$ cat src/rtl/ffba_pkg.sv
// shared types and constants of the first-fit block allocator
// no dependencies; used by the interfaces and the top level

package ffba_pkg;

  localparam int OffsetW = 12;
  localparam int LengthW = 13;
  localparam int StatusW = 2;

  typedef enum logic {
    OP_ALLOC = 1'b0,
    OP_FREE  = 1'b1
  } ffba_op_e;

  typedef enum logic [StatusW-1:0] {
    ST_OK         = 2'd0,
    ST_NO_GAP     = 2'd1,
    ST_TABLE_FULL = 2'd2,
    ST_NOT_FOUND  = 2'd3
  } ffba_status_e;

endpackage

$ cat src/rtl/ffba_if.sv
// request and response channel interfaces of the first-fit block allocator
// depends on ffba_pkg

interface ffba_req_if import ffba_pkg::*; ();
  logic                 valid;
  logic                 ready;
  ffba_op_e             operation;
  logic [LengthW-1:0]   request_length;
  logic [OffsetW-1:0]   block_offset;

  modport source (output valid, operation, request_length, block_offset, input ready);
  modport sink   (input valid, operation, request_length, block_offset, output ready);
endinterface

interface ffba_rsp_if import ffba_pkg::*; ();
  logic                 valid;
  logic                 ready;
  ffba_status_e         status;
  logic [OffsetW-1:0]   granted_offset;

  modport source (output valid, status, granted_offset, input ready);
  modport sink   (input valid, status, granted_offset, output ready);
endinterface

$ cat src/rtl/first_fit_block_allocator_unit.sv
// first-fit block allocator: descriptor table in a single-port-write, registered-read memory,
// walked one descriptor per cycle. A request (allocate or free) is taken only while the unit
// is idle. A free or an allocate that finds no gap answers from the walk; an allocate that fits
// goes on to place the block, and then to link its predecessor unless it becomes the new head,
// and a zero-length allocate answers without a walk. Allocate also needs the lowest unused slot,
// which a counter finds over the used bits in parallel with the walk, so an allocate that fits
// never answers before that counter reaches the slot or the end of the table. The unit returns
// to idle before the next acceptance; the walk is bounded by the one memory read per cycle. A
// finished response sits in an output register, and a new request is accepted while it waits.
// Depends on ffba_pkg and ffba_if.

module first_fit_block_allocator_unit import ffba_pkg::*; #(
  parameter int ARENA_BYTES = 4096,
  parameter int SLOT_COUNT  = 64
) (
  input  logic        clk_i,
  input  logic        rst_ni,
  ffba_req_if.sink    req_i,
  ffba_rsp_if.source  rsp_o
);

  localparam int IdxW  = (SLOT_COUNT > 1) ? $clog2(SLOT_COUNT) : 1;
  localparam int LinkW = $clog2(SLOT_COUNT + 1);
  localparam int EndW  = LengthW + 1;
  localparam int SumW  = ($clog2(ARENA_BYTES + 1) > EndW + 1) ? $clog2(ARENA_BYTES + 1) : EndW + 1;

  localparam logic [LinkW-1:0] NullLink = LinkW'(SLOT_COUNT);
  localparam logic [SumW-1:0]  ArenaEnd = SumW'(ARENA_BYTES);

  typedef struct packed {
    logic [OffsetW-1:0] start;
    logic [LengthW-1:0] length;
    logic [LinkW-1:0]   link;
  } slot_t;

  typedef enum logic [4:0] {
    S_IDLE = 5'b00001,
    S_WALK = 5'b00010,
    S_FIT  = 5'b00100,
    S_LINK = 5'b01000,
    S_DONE = 5'b10000
  } state_e;

  state_e state_q, state_d;

  // descriptor memory
  slot_t            slot_mem [SLOT_COUNT];
  slot_t            rd_data_q;
  logic [IdxW-1:0]  rd_addr;
  logic             wr_en;
  logic [IdxW-1:0]  wr_addr;
  slot_t            wr_data;

  logic [SLOT_COUNT-1:0] used_q, used_d;
  logic [LinkW-1:0]      head_q, head_d;

  // request context
  ffba_op_e            op_q, op_d;
  logic [LengthW-1:0]  len_q, len_d;
  logic [OffsetW-1:0]  offset_q, offset_d;
  logic [LinkW-1:0]    cur_q, cur_d;
  logic [LinkW-1:0]    prev_q, prev_d;
  logic [OffsetW-1:0]  prev_st_q, prev_st_d;
  logic [LengthW-1:0]  prev_len_q, prev_len_d;
  logic [EndW-1:0]     prev_end_q, prev_end_d;
  logic [LinkW-1:0]    fresh_q, fresh_d;
  ffba_status_e        status_q, status_d;

  // response register
  logic                out_valid_q, out_valid_d;
  ffba_status_e        out_status_q, out_status_d;
  logic [OffsetW-1:0]  out_offset_q, out_offset_d;

  logic            req_fire;
  logic            cur_ok, nxt_ok;
  logic [LinkW-1:0] nxt_link;
  logic [SumW-1:0] need_end;
  logic            gap_fits, tail_fits;
  logic [EndW-1:0] blk_end;
  logic            fresh_full, fresh_free, scan_done;

  function automatic logic link_ok(logic [LinkW-1:0] s, logic [SLOT_COUNT-1:0] used);
    return (s < NullLink) && used[s[IdxW-1:0]];
  endfunction

  assign req_i.ready = (state_q == S_IDLE);
  assign req_fire    = req_i.valid && req_i.ready;

  assign rsp_o.valid          = out_valid_q;
  assign rsp_o.status         = out_status_q;
  assign rsp_o.granted_offset = out_offset_q;

  assign cur_ok    = link_ok(cur_q, used_q);
  assign nxt_link  = link_ok(rd_data_q.link, used_q) ? rd_data_q.link : NullLink;
  assign nxt_ok    = (nxt_link != NullLink);
  assign need_end  = SumW'(prev_end_q) + SumW'(len_q);
  assign gap_fits  = SumW'(rd_data_q.start) >= need_end;
  assign tail_fits = need_end <= ArenaEnd;
  assign blk_end   = EndW'(rd_data_q.start) + EndW'(rd_data_q.length);

  assign fresh_full = (fresh_q == NullLink);
  assign fresh_free = !fresh_full && !used_q[fresh_q[IdxW-1:0]];
  assign scan_done  = fresh_full || fresh_free;

  always_comb begin
    state_d      = state_q;
    used_d       = used_q;
    head_d       = head_q;
    op_d         = op_q;
    len_d        = len_q;
    offset_d     = offset_q;
    cur_d        = cur_q;
    prev_d       = prev_q;
    prev_st_d    = prev_st_q;
    prev_len_d   = prev_len_q;
    prev_end_d   = prev_end_q;
    fresh_d      = fresh_q;
    status_d     = status_q;
    out_valid_d  = out_valid_q && !rsp_o.ready;
    out_status_d = out_status_q;
    out_offset_d = out_offset_q;
    rd_addr      = head_q[IdxW-1:0];
    wr_en        = 1'b0;
    wr_addr      = prev_q[IdxW-1:0];
    wr_data      = '{start: prev_st_q, length: prev_len_q, link: fresh_q};

    // lowest unused slot search runs alongside the walk
    if ((state_q == S_WALK || state_q == S_FIT) && !scan_done) begin
      fresh_d = fresh_q + LinkW'(1);
    end

    case (state_q)
      S_IDLE: begin
        if (req_fire) begin
          op_d       = req_i.operation;
          len_d      = req_i.request_length;
          offset_d   = req_i.block_offset;
          cur_d      = head_q;
          prev_d     = NullLink;
          prev_end_d = '0;
          fresh_d    = '0;
          if (req_i.operation == OP_ALLOC && req_i.request_length == '0) begin
            status_d = ST_NO_GAP;
            state_d  = S_DONE;
          end else begin
            state_d = S_WALK;
          end
        end
      end

      S_WALK: begin
        if (cur_ok) begin
          if (op_q == OP_FREE && rd_data_q.start == offset_q) begin
            // unlink the matching block
            if (prev_q != NullLink) begin
              wr_en   = 1'b1;
              wr_data = '{start: prev_st_q, length: prev_len_q, link: nxt_link};
            end else begin
              head_d = nxt_link;
            end
            used_d[cur_q[IdxW-1:0]] = 1'b0;
            status_d = ST_OK;
            state_d  = S_DONE;
          end else if (op_q == OP_ALLOC && gap_fits) begin
            state_d = S_FIT;
          end else begin
            prev_d     = cur_q;
            prev_st_d  = rd_data_q.start;
            prev_len_d = rd_data_q.length;
            prev_end_d = blk_end;
            cur_d      = nxt_link;
            rd_addr    = nxt_link[IdxW-1:0];
            if (!nxt_ok) begin
              cur_d = NullLink;
            end
          end
        end else if (op_q == OP_FREE) begin
          status_d = ST_NOT_FOUND;
          state_d  = S_DONE;
        end else if (tail_fits) begin
          cur_d   = NullLink;
          state_d = S_FIT;
        end else begin
          status_d = ST_NO_GAP;
          state_d  = S_DONE;
        end
      end

      S_FIT: begin
        if (scan_done) begin
          if (fresh_full) begin
            status_d = ST_TABLE_FULL;
            state_d  = S_DONE;
          end else begin
            wr_en   = 1'b1;
            wr_addr = fresh_q[IdxW-1:0];
            wr_data = '{start: prev_end_q[OffsetW-1:0], length: len_q, link: cur_q};
            used_d[fresh_q[IdxW-1:0]] = 1'b1;
            status_d = ST_OK;
            if (prev_q != NullLink) begin
              state_d = S_LINK;
            end else begin
              head_d  = fresh_q;
              state_d = S_DONE;
            end
          end
        end
      end

      S_LINK: begin
        // point the predecessor at the new block
        wr_en   = 1'b1;
        state_d = S_DONE;
      end

      S_DONE: begin
        if (!out_valid_q || rsp_o.ready) begin
          out_valid_d  = 1'b1;
          out_status_d = status_q;
          out_offset_d = (op_q == OP_ALLOC && status_q == ST_OK) ?
                         prev_end_q[OffsetW-1:0] : '0;
          state_d      = S_IDLE;
        end
      end

      default: begin
        state_d = S_IDLE;
      end
    endcase
  end

  always_ff @(posedge clk_i) begin
    if (wr_en) begin
      slot_mem[wr_addr] <= wr_data;
    end
    rd_data_q <= slot_mem[rd_addr];
  end

  always_ff @(posedge clk_i or negedge rst_ni) begin
    if (!rst_ni) begin
      state_q     <= S_IDLE;
      used_q      <= '0;
      head_q      <= NullLink;
      out_valid_q <= 1'b0;
    end else begin
      state_q     <= state_d;
      used_q      <= used_d;
      head_q      <= head_d;
      out_valid_q <= out_valid_d;
    end
  end

  always_ff @(posedge clk_i) begin
    op_q         <= op_d;
    len_q        <= len_d;
    offset_q     <= offset_d;
    cur_q        <= cur_d;
    prev_q       <= prev_d;
    prev_st_q    <= prev_st_d;
    prev_len_q   <= prev_len_d;
    prev_end_q   <= prev_end_d;
    fresh_q      <= fresh_d;
    status_q     <= status_d;
    out_status_q <= out_status_d;
    out_offset_q <= out_offset_d;
  end

endmodule
$ cat src/flat_wrapper.sv
// flat-port wrapper written by rule: the top's interface ports become plain ports
module first_fit_block_allocator_unit_flat import ffba_pkg::*;
#(
  parameter int ARENA_BYTES = 4096,
  parameter int SLOT_COUNT  = 64
)
  (clk_i, rst_ni, req_i_valid, req_i_operation, req_i_request_length, req_i_block_offset, req_i_ready, rsp_o_valid, rsp_o_status, rsp_o_granted_offset, rsp_o_ready);
  ffba_req_if req_i_i ();
  ffba_rsp_if rsp_o_i ();
  input  logic clk_i;
  input  logic rst_ni;
  input wire logic [$bits(req_i_i.valid)-1:0] req_i_valid;
  input wire logic [$bits(req_i_i.operation)-1:0] req_i_operation;
  input wire logic [$bits(req_i_i.request_length)-1:0] req_i_request_length;
  input wire logic [$bits(req_i_i.block_offset)-1:0] req_i_block_offset;
  output wire logic [$bits(req_i_i.ready)-1:0] req_i_ready;
  output wire logic [$bits(rsp_o_i.valid)-1:0] rsp_o_valid;
  output wire logic [$bits(rsp_o_i.status)-1:0] rsp_o_status;
  output wire logic [$bits(rsp_o_i.granted_offset)-1:0] rsp_o_granted_offset;
  input wire logic [$bits(rsp_o_i.ready)-1:0] rsp_o_ready;
  assign req_i_i.valid = req_i_valid;
  assign req_i_i.operation = req_i_operation;
  assign req_i_i.request_length = req_i_request_length;
  assign req_i_i.block_offset = req_i_block_offset;
  assign req_i_ready = req_i_i.ready;
  assign rsp_o_valid = rsp_o_i.valid;
  assign rsp_o_status = rsp_o_i.status;
  assign rsp_o_granted_offset = rsp_o_i.granted_offset;
  assign rsp_o_i.ready = rsp_o_ready;
  first_fit_block_allocator_unit #(.ARENA_BYTES(ARENA_BYTES), .SLOT_COUNT(SLOT_COUNT)) u_core (.clk_i(clk_i), .rst_ni(rst_ni), .req_i(req_i_i), .rsp_o(rsp_o_i));
endmodule
$ cat config.mk
export PLATFORM = sky130hd
export DESIGN_NAME = first_fit_block_allocator_unit_flat
export DESIGN_NICKNAME = d
export VERILOG_FILES = /design/src/rtl/ffba_pkg.sv /design/src/rtl/ffba_if.sv /design/src/rtl/first_fit_block_allocator_unit.sv /design/src/flat_wrapper.sv
export SDC_FILE = /design/constraint.sdc
export NUM_CORES = 2
export LEC_CHECK = 0
export BUFFER_PORTS_ARGS = -buffer_cell sky130_fd_sc_hd__buf_2
export CAP_MARGIN = 10
export CORE_MARGIN = 2
export CORE_UTILIZATION = 30
export DETAILED_ROUTE_END_ITERATION = 8
export PLACE_DENSITY = 0.41
export SYNTH_ARGS = -nofsm -noshare
export SYNTH_HDL_FRONTEND = slang
export SYNTH_SLANG_ARGS = --single-unit
$ cat constraint.sdc
create_clock -name clk_i -period 9.4 [get_ports clk_i]
set_input_delay 0.94 -clock clk_i [delete_from_list [all_inputs] [get_ports clk_i]]
set_output_delay 0.94 -clock clk_i [all_outputs]
set_load 0.005 [all_outputs]
==> run summary <==
First-pass GRT wire length -> 483.3 mm
Register area share after synthesis -> 0.7168
Layout Nets -> 6943
Min-Delay Startpoint -> req_i_block_offset[10]
Grt ovf -> 0
Ys flop type -> edfxtp_1
Achievable frequency -> 0.1384 GHz
Crit path DAT -> 7910 ps
Worst skew pair latency -> 940 ps
Multi-input gate area -> 25010 um2
Worst reg2reg path depth -> 24
Count of final setup violators -> 0
Height of the die -> 562.4 um
Seq. cell area -> 67060 um2
Drt drc -> 0
Setup crit start kind -> flop
Gr usage total -> 0.2131
CTS resizes -> 0
Die width -> 562.4 um
Leak -> 35.79 nW
Gate count of the mapped netlist -> 6851
Vias -> 61930
Initial Utilization -> 0.3007
WP buf/inv -> 5
WL per Instance -> 30.89 um
Peak supply drop -> 185.2 uV
Setup TNS -> 0 ps
Row count -> 205
Power Density -> 208.3 nW/um2
PortBufs -> 45
Critical path type -> flop to flop
Actual slew at the worst max-slew pin -> 1319 ps
RSZ-0062 raised after global routing -> no
Crit path capture type -> flop
Top cell family by delay on the critical path -> compound AO/OA/AOI/OAI gates
Clock Sinks -> 2259
Synthesized cell area -> 93550 um2
Most common cell on crit path -> a21o_1
CP required -> 10080 ps
Root Buffer -> clkbuf_16
RR Startpoint -> u_core.prev_end_q[0]
DRT antenna net count -> 0
Largest net degree at the start of global routing -> 134
Synth Register Bits -> 2259
Post-CTS Hold Buffers -> 1
Slowest CP cell -> a2111oi_2
DR pass1 iterations -> 6
Max-slew headroom -> 0.1163
Via density -> 5.516
Post-CTS Setup Inserts -> 0
Non-filler instance count after layout -> 11230
Detailed placer's ending HPWL -> 193.7 mm
Global placement routability congestion -> 0.8272
Initial antenna violation count -> 13
Die area -> 316300 um2
Vias in the first global route -> 59400
Ports -> 46
Crit Path Max Fanout -> 66
Min Tclk post-route -> 7227 ps
Count of pins over their slew limit -> 0
Placed insts -> 10760
Maximum buffer depth of the clock tree -> 4
Design Power -> 22.48 mW
Cts bufs inserted -> 245
Crit Reg-Reg Endpoint -> u_core.rd_data_q[5]
Cell variety after synth -> 88
Worst hold path type -> input port to flop
Final Hold Vio Count -> 0
Max Cap Violations -> 0
Flop2flop setup slack -> 2170 ps
Iter 0 DRT Violations -> 7390
Drt total wl -> 346.8 mm
CTS clk-pin slew, worst paths -> 60 ps
EDFF count, synth -> 2143
TritonCTS clock tree -> built
Core Box Area -> 311100 um2
Clock Skew -> 72.41 ps
Hold Slack -> 205.4 ps
Ys async rst share -> 0.03409
Critical path, cell by cell -> ha_1 -> inv_1 -> fa_1 -> nor2b_1 -> o2111ai_1 -> nand2_1 -> a21o_1 -> a21oi_1 -> xor2_1 -> ha_1 -> a21o_1 -> a21o_1 -> a2111oi_0 -> clkbuf_2 -> o41ai_2 -> buf_4 -> o21ai_4 -> buf_12 -> buf_4 -> a21boi_0 -> o21bai_1 -> o2111ai_1 -> a2111oi_2 -> nand4_1
Area Overhead vs Synth -> 15.39%
Syn_area_per_cell -> 13.66 um2
Crit path largest cell delay -> 980 ps
Filler instances -> 30040
Status -> completed
End of the worst hold path -> u_core.offset_q[10]
WHS Path Cells -> 1
Syn_nets -> 6922
Depth of the CTS H-tree -> 4
Yosys warns -> 0
Period utilization -> 0.7688
Layout cells sized above 1 -> 0.1265
## synth_stat cells, types with 71 or more instances
cell | count | area [um2]
a211oi_1 | 108 | 810.8
nand3_1 | 582 | 2913
a21oi_1 | 487 | 2437
buf_2 | 116 | 580.6
clkbuf_1 | 332 | 1246
nor2_1 | 135 | 506.7
o21bai_1 | 73 | 548.0
a31oi_1 | 132 | 825.8
o21ai_0 | 483 | 2417
edfxtp_1 | 2143 | 64350
a21o_1 | 284 | 2132
dfrtp_1 | 75 | 1877
a21boi_0 | 71 | 533.0
nand2_1 | 695 | 2609
and3_1 | 180 | 1126
## worst register-to-register path: stages, from the launching register on
cell	delay, ps
edfxtp_1	420
ha_1	260
inv_1	70
fa_1	210
nor2b_1	80
o2111ai_1	310
nand2_1	150
a21o_1	200
a21oi_1	170
xor2_1	240
ha_1	300
a21o_1	180
a21o_1	170
a2111oi_0	370
clkbuf_2	220
o41ai_2	90
buf_4	210
o21ai_4	520
buf_12	360
buf_4	540
a21boi_0	180
o21bai_1	180
o2111ai_1	230
a2111oi_2	980
nand4_1	350
## flip-flops by register name, indices dropped and copies added (netlist names)
register	flops
u_core.slot_mem	2048
u_core.used_q	64
u_core.rd_data_q	32
u_core.prev_end_q	14
u_core.len_q	13
u_core.prev_len_q	13
u_core.offset_q	12
u_core.prev_st_q	12
u_core.rsp_o.granted_offset	12
u_core.cur_q	7
u_core.fresh_q	7
u_core.head_q	7
u_core.prev_q	7
u_core.state_q	5
u_core.rsp_o.status	2
u_core.status_q	2
u_core.op_q	1
u_core.rsp_o.valid	1
## how the worst max path moves through the flow
stage | start | end | slack [ps] | cells past startpoint
finish | u_core.prev_end_q[0] | u_core.rd_data_q[5] | 2170 | 24
global placement | u_core.prev_end_q[0] | u_core.rd_data_q[0] | 1060 | 21
floorplan | u_core.fresh_q[0] | u_core.slot_mem[0][21] | 3320 | 12
CTS | u_core.prev_end_q[0] | u_core.rd_data_q[5] | 1530 | 23
detailed placement | u_core.prev_end_q[0] | u_core.rd_data_q[5] | 1610 | 23
global route | u_core.prev_end_q[0] | u_core.rd_data_q[5] | 1910 | 24
## power by group
| group | internal, mW | switching, mW | leakage, nW | total, mW |
|---|---|---|---|---|
| registers | 11.2 | 0.114 | 20.8 | 11.3 |
| clock network | 5.38 | 4.15 | 3.79 | 9.53 |
| logic | 0.452 | 1.21 | 11.2 | 1.66 |
## cell type report
class,count,area share
multi-input combinational,4011,0.2316
sequential,2259,0.6212
clock inverter,148,0.01168
tap,4140,0.04799
timing repair buffer,310,0.02548
antenna,6,0.0001391
clock buffer,308,0.06026
inverter,45,0.001565
## per-layer routing
layer | up-vias | GRT usage | wire length (um)
met5 | - | 0 | 0
met4 | 0 | 0.05187 | 8814
met3 | 384 | 0.02745 | 20580
met2 | 2221 | 0.3333 | 157500
met1 | 32680 | 0.3124 | 159900
li1 | 26640 | - | -
## per-stage QoR
stage,util,instance area [um2],worst slack (ps)
6_report,0.3470,107900,2173
3_5_place_dp,0.3219,100100,1608
3_3_place_gp,0.3216,100100,1064
2_1_floorplan,-,93550,3320
5_1_grt,0.3469,107900,1911
4_1_cts,0.3469,107900,1529
## cells in the final DEF, fill, tap and decap left out, types with 73 or more instances in the layout
cell,n
o21bai_1,73
dfrtp_1,75
a211oi_1,108
buf_4,220
a21oi_1,484
edfxtp_1,2143
o21ai_0,479
clkbuf_16,251
a31oi_1,129
a21o_1,284
and3_1,180
nand3_1,582
nand2_1,694
## cell families (layout without fill, tap and decap cells)
family	count (synthesis)	after routing	share of synthesized area
xor gates and xnor gates	34	34	0.003183
adders and majority gates	41	41	0.005644
buffers and inverters	581	811	0.02615
AOI/OAI and AO/OA	2007	2007	0.1393
DFF	2259	2259	0.7168
muxes	127	127	0.01752
and+or+nand+nor	1802	1802	0.09132
other	0	6	0
No activity file was read; power rests on OpenSTA's default activity.
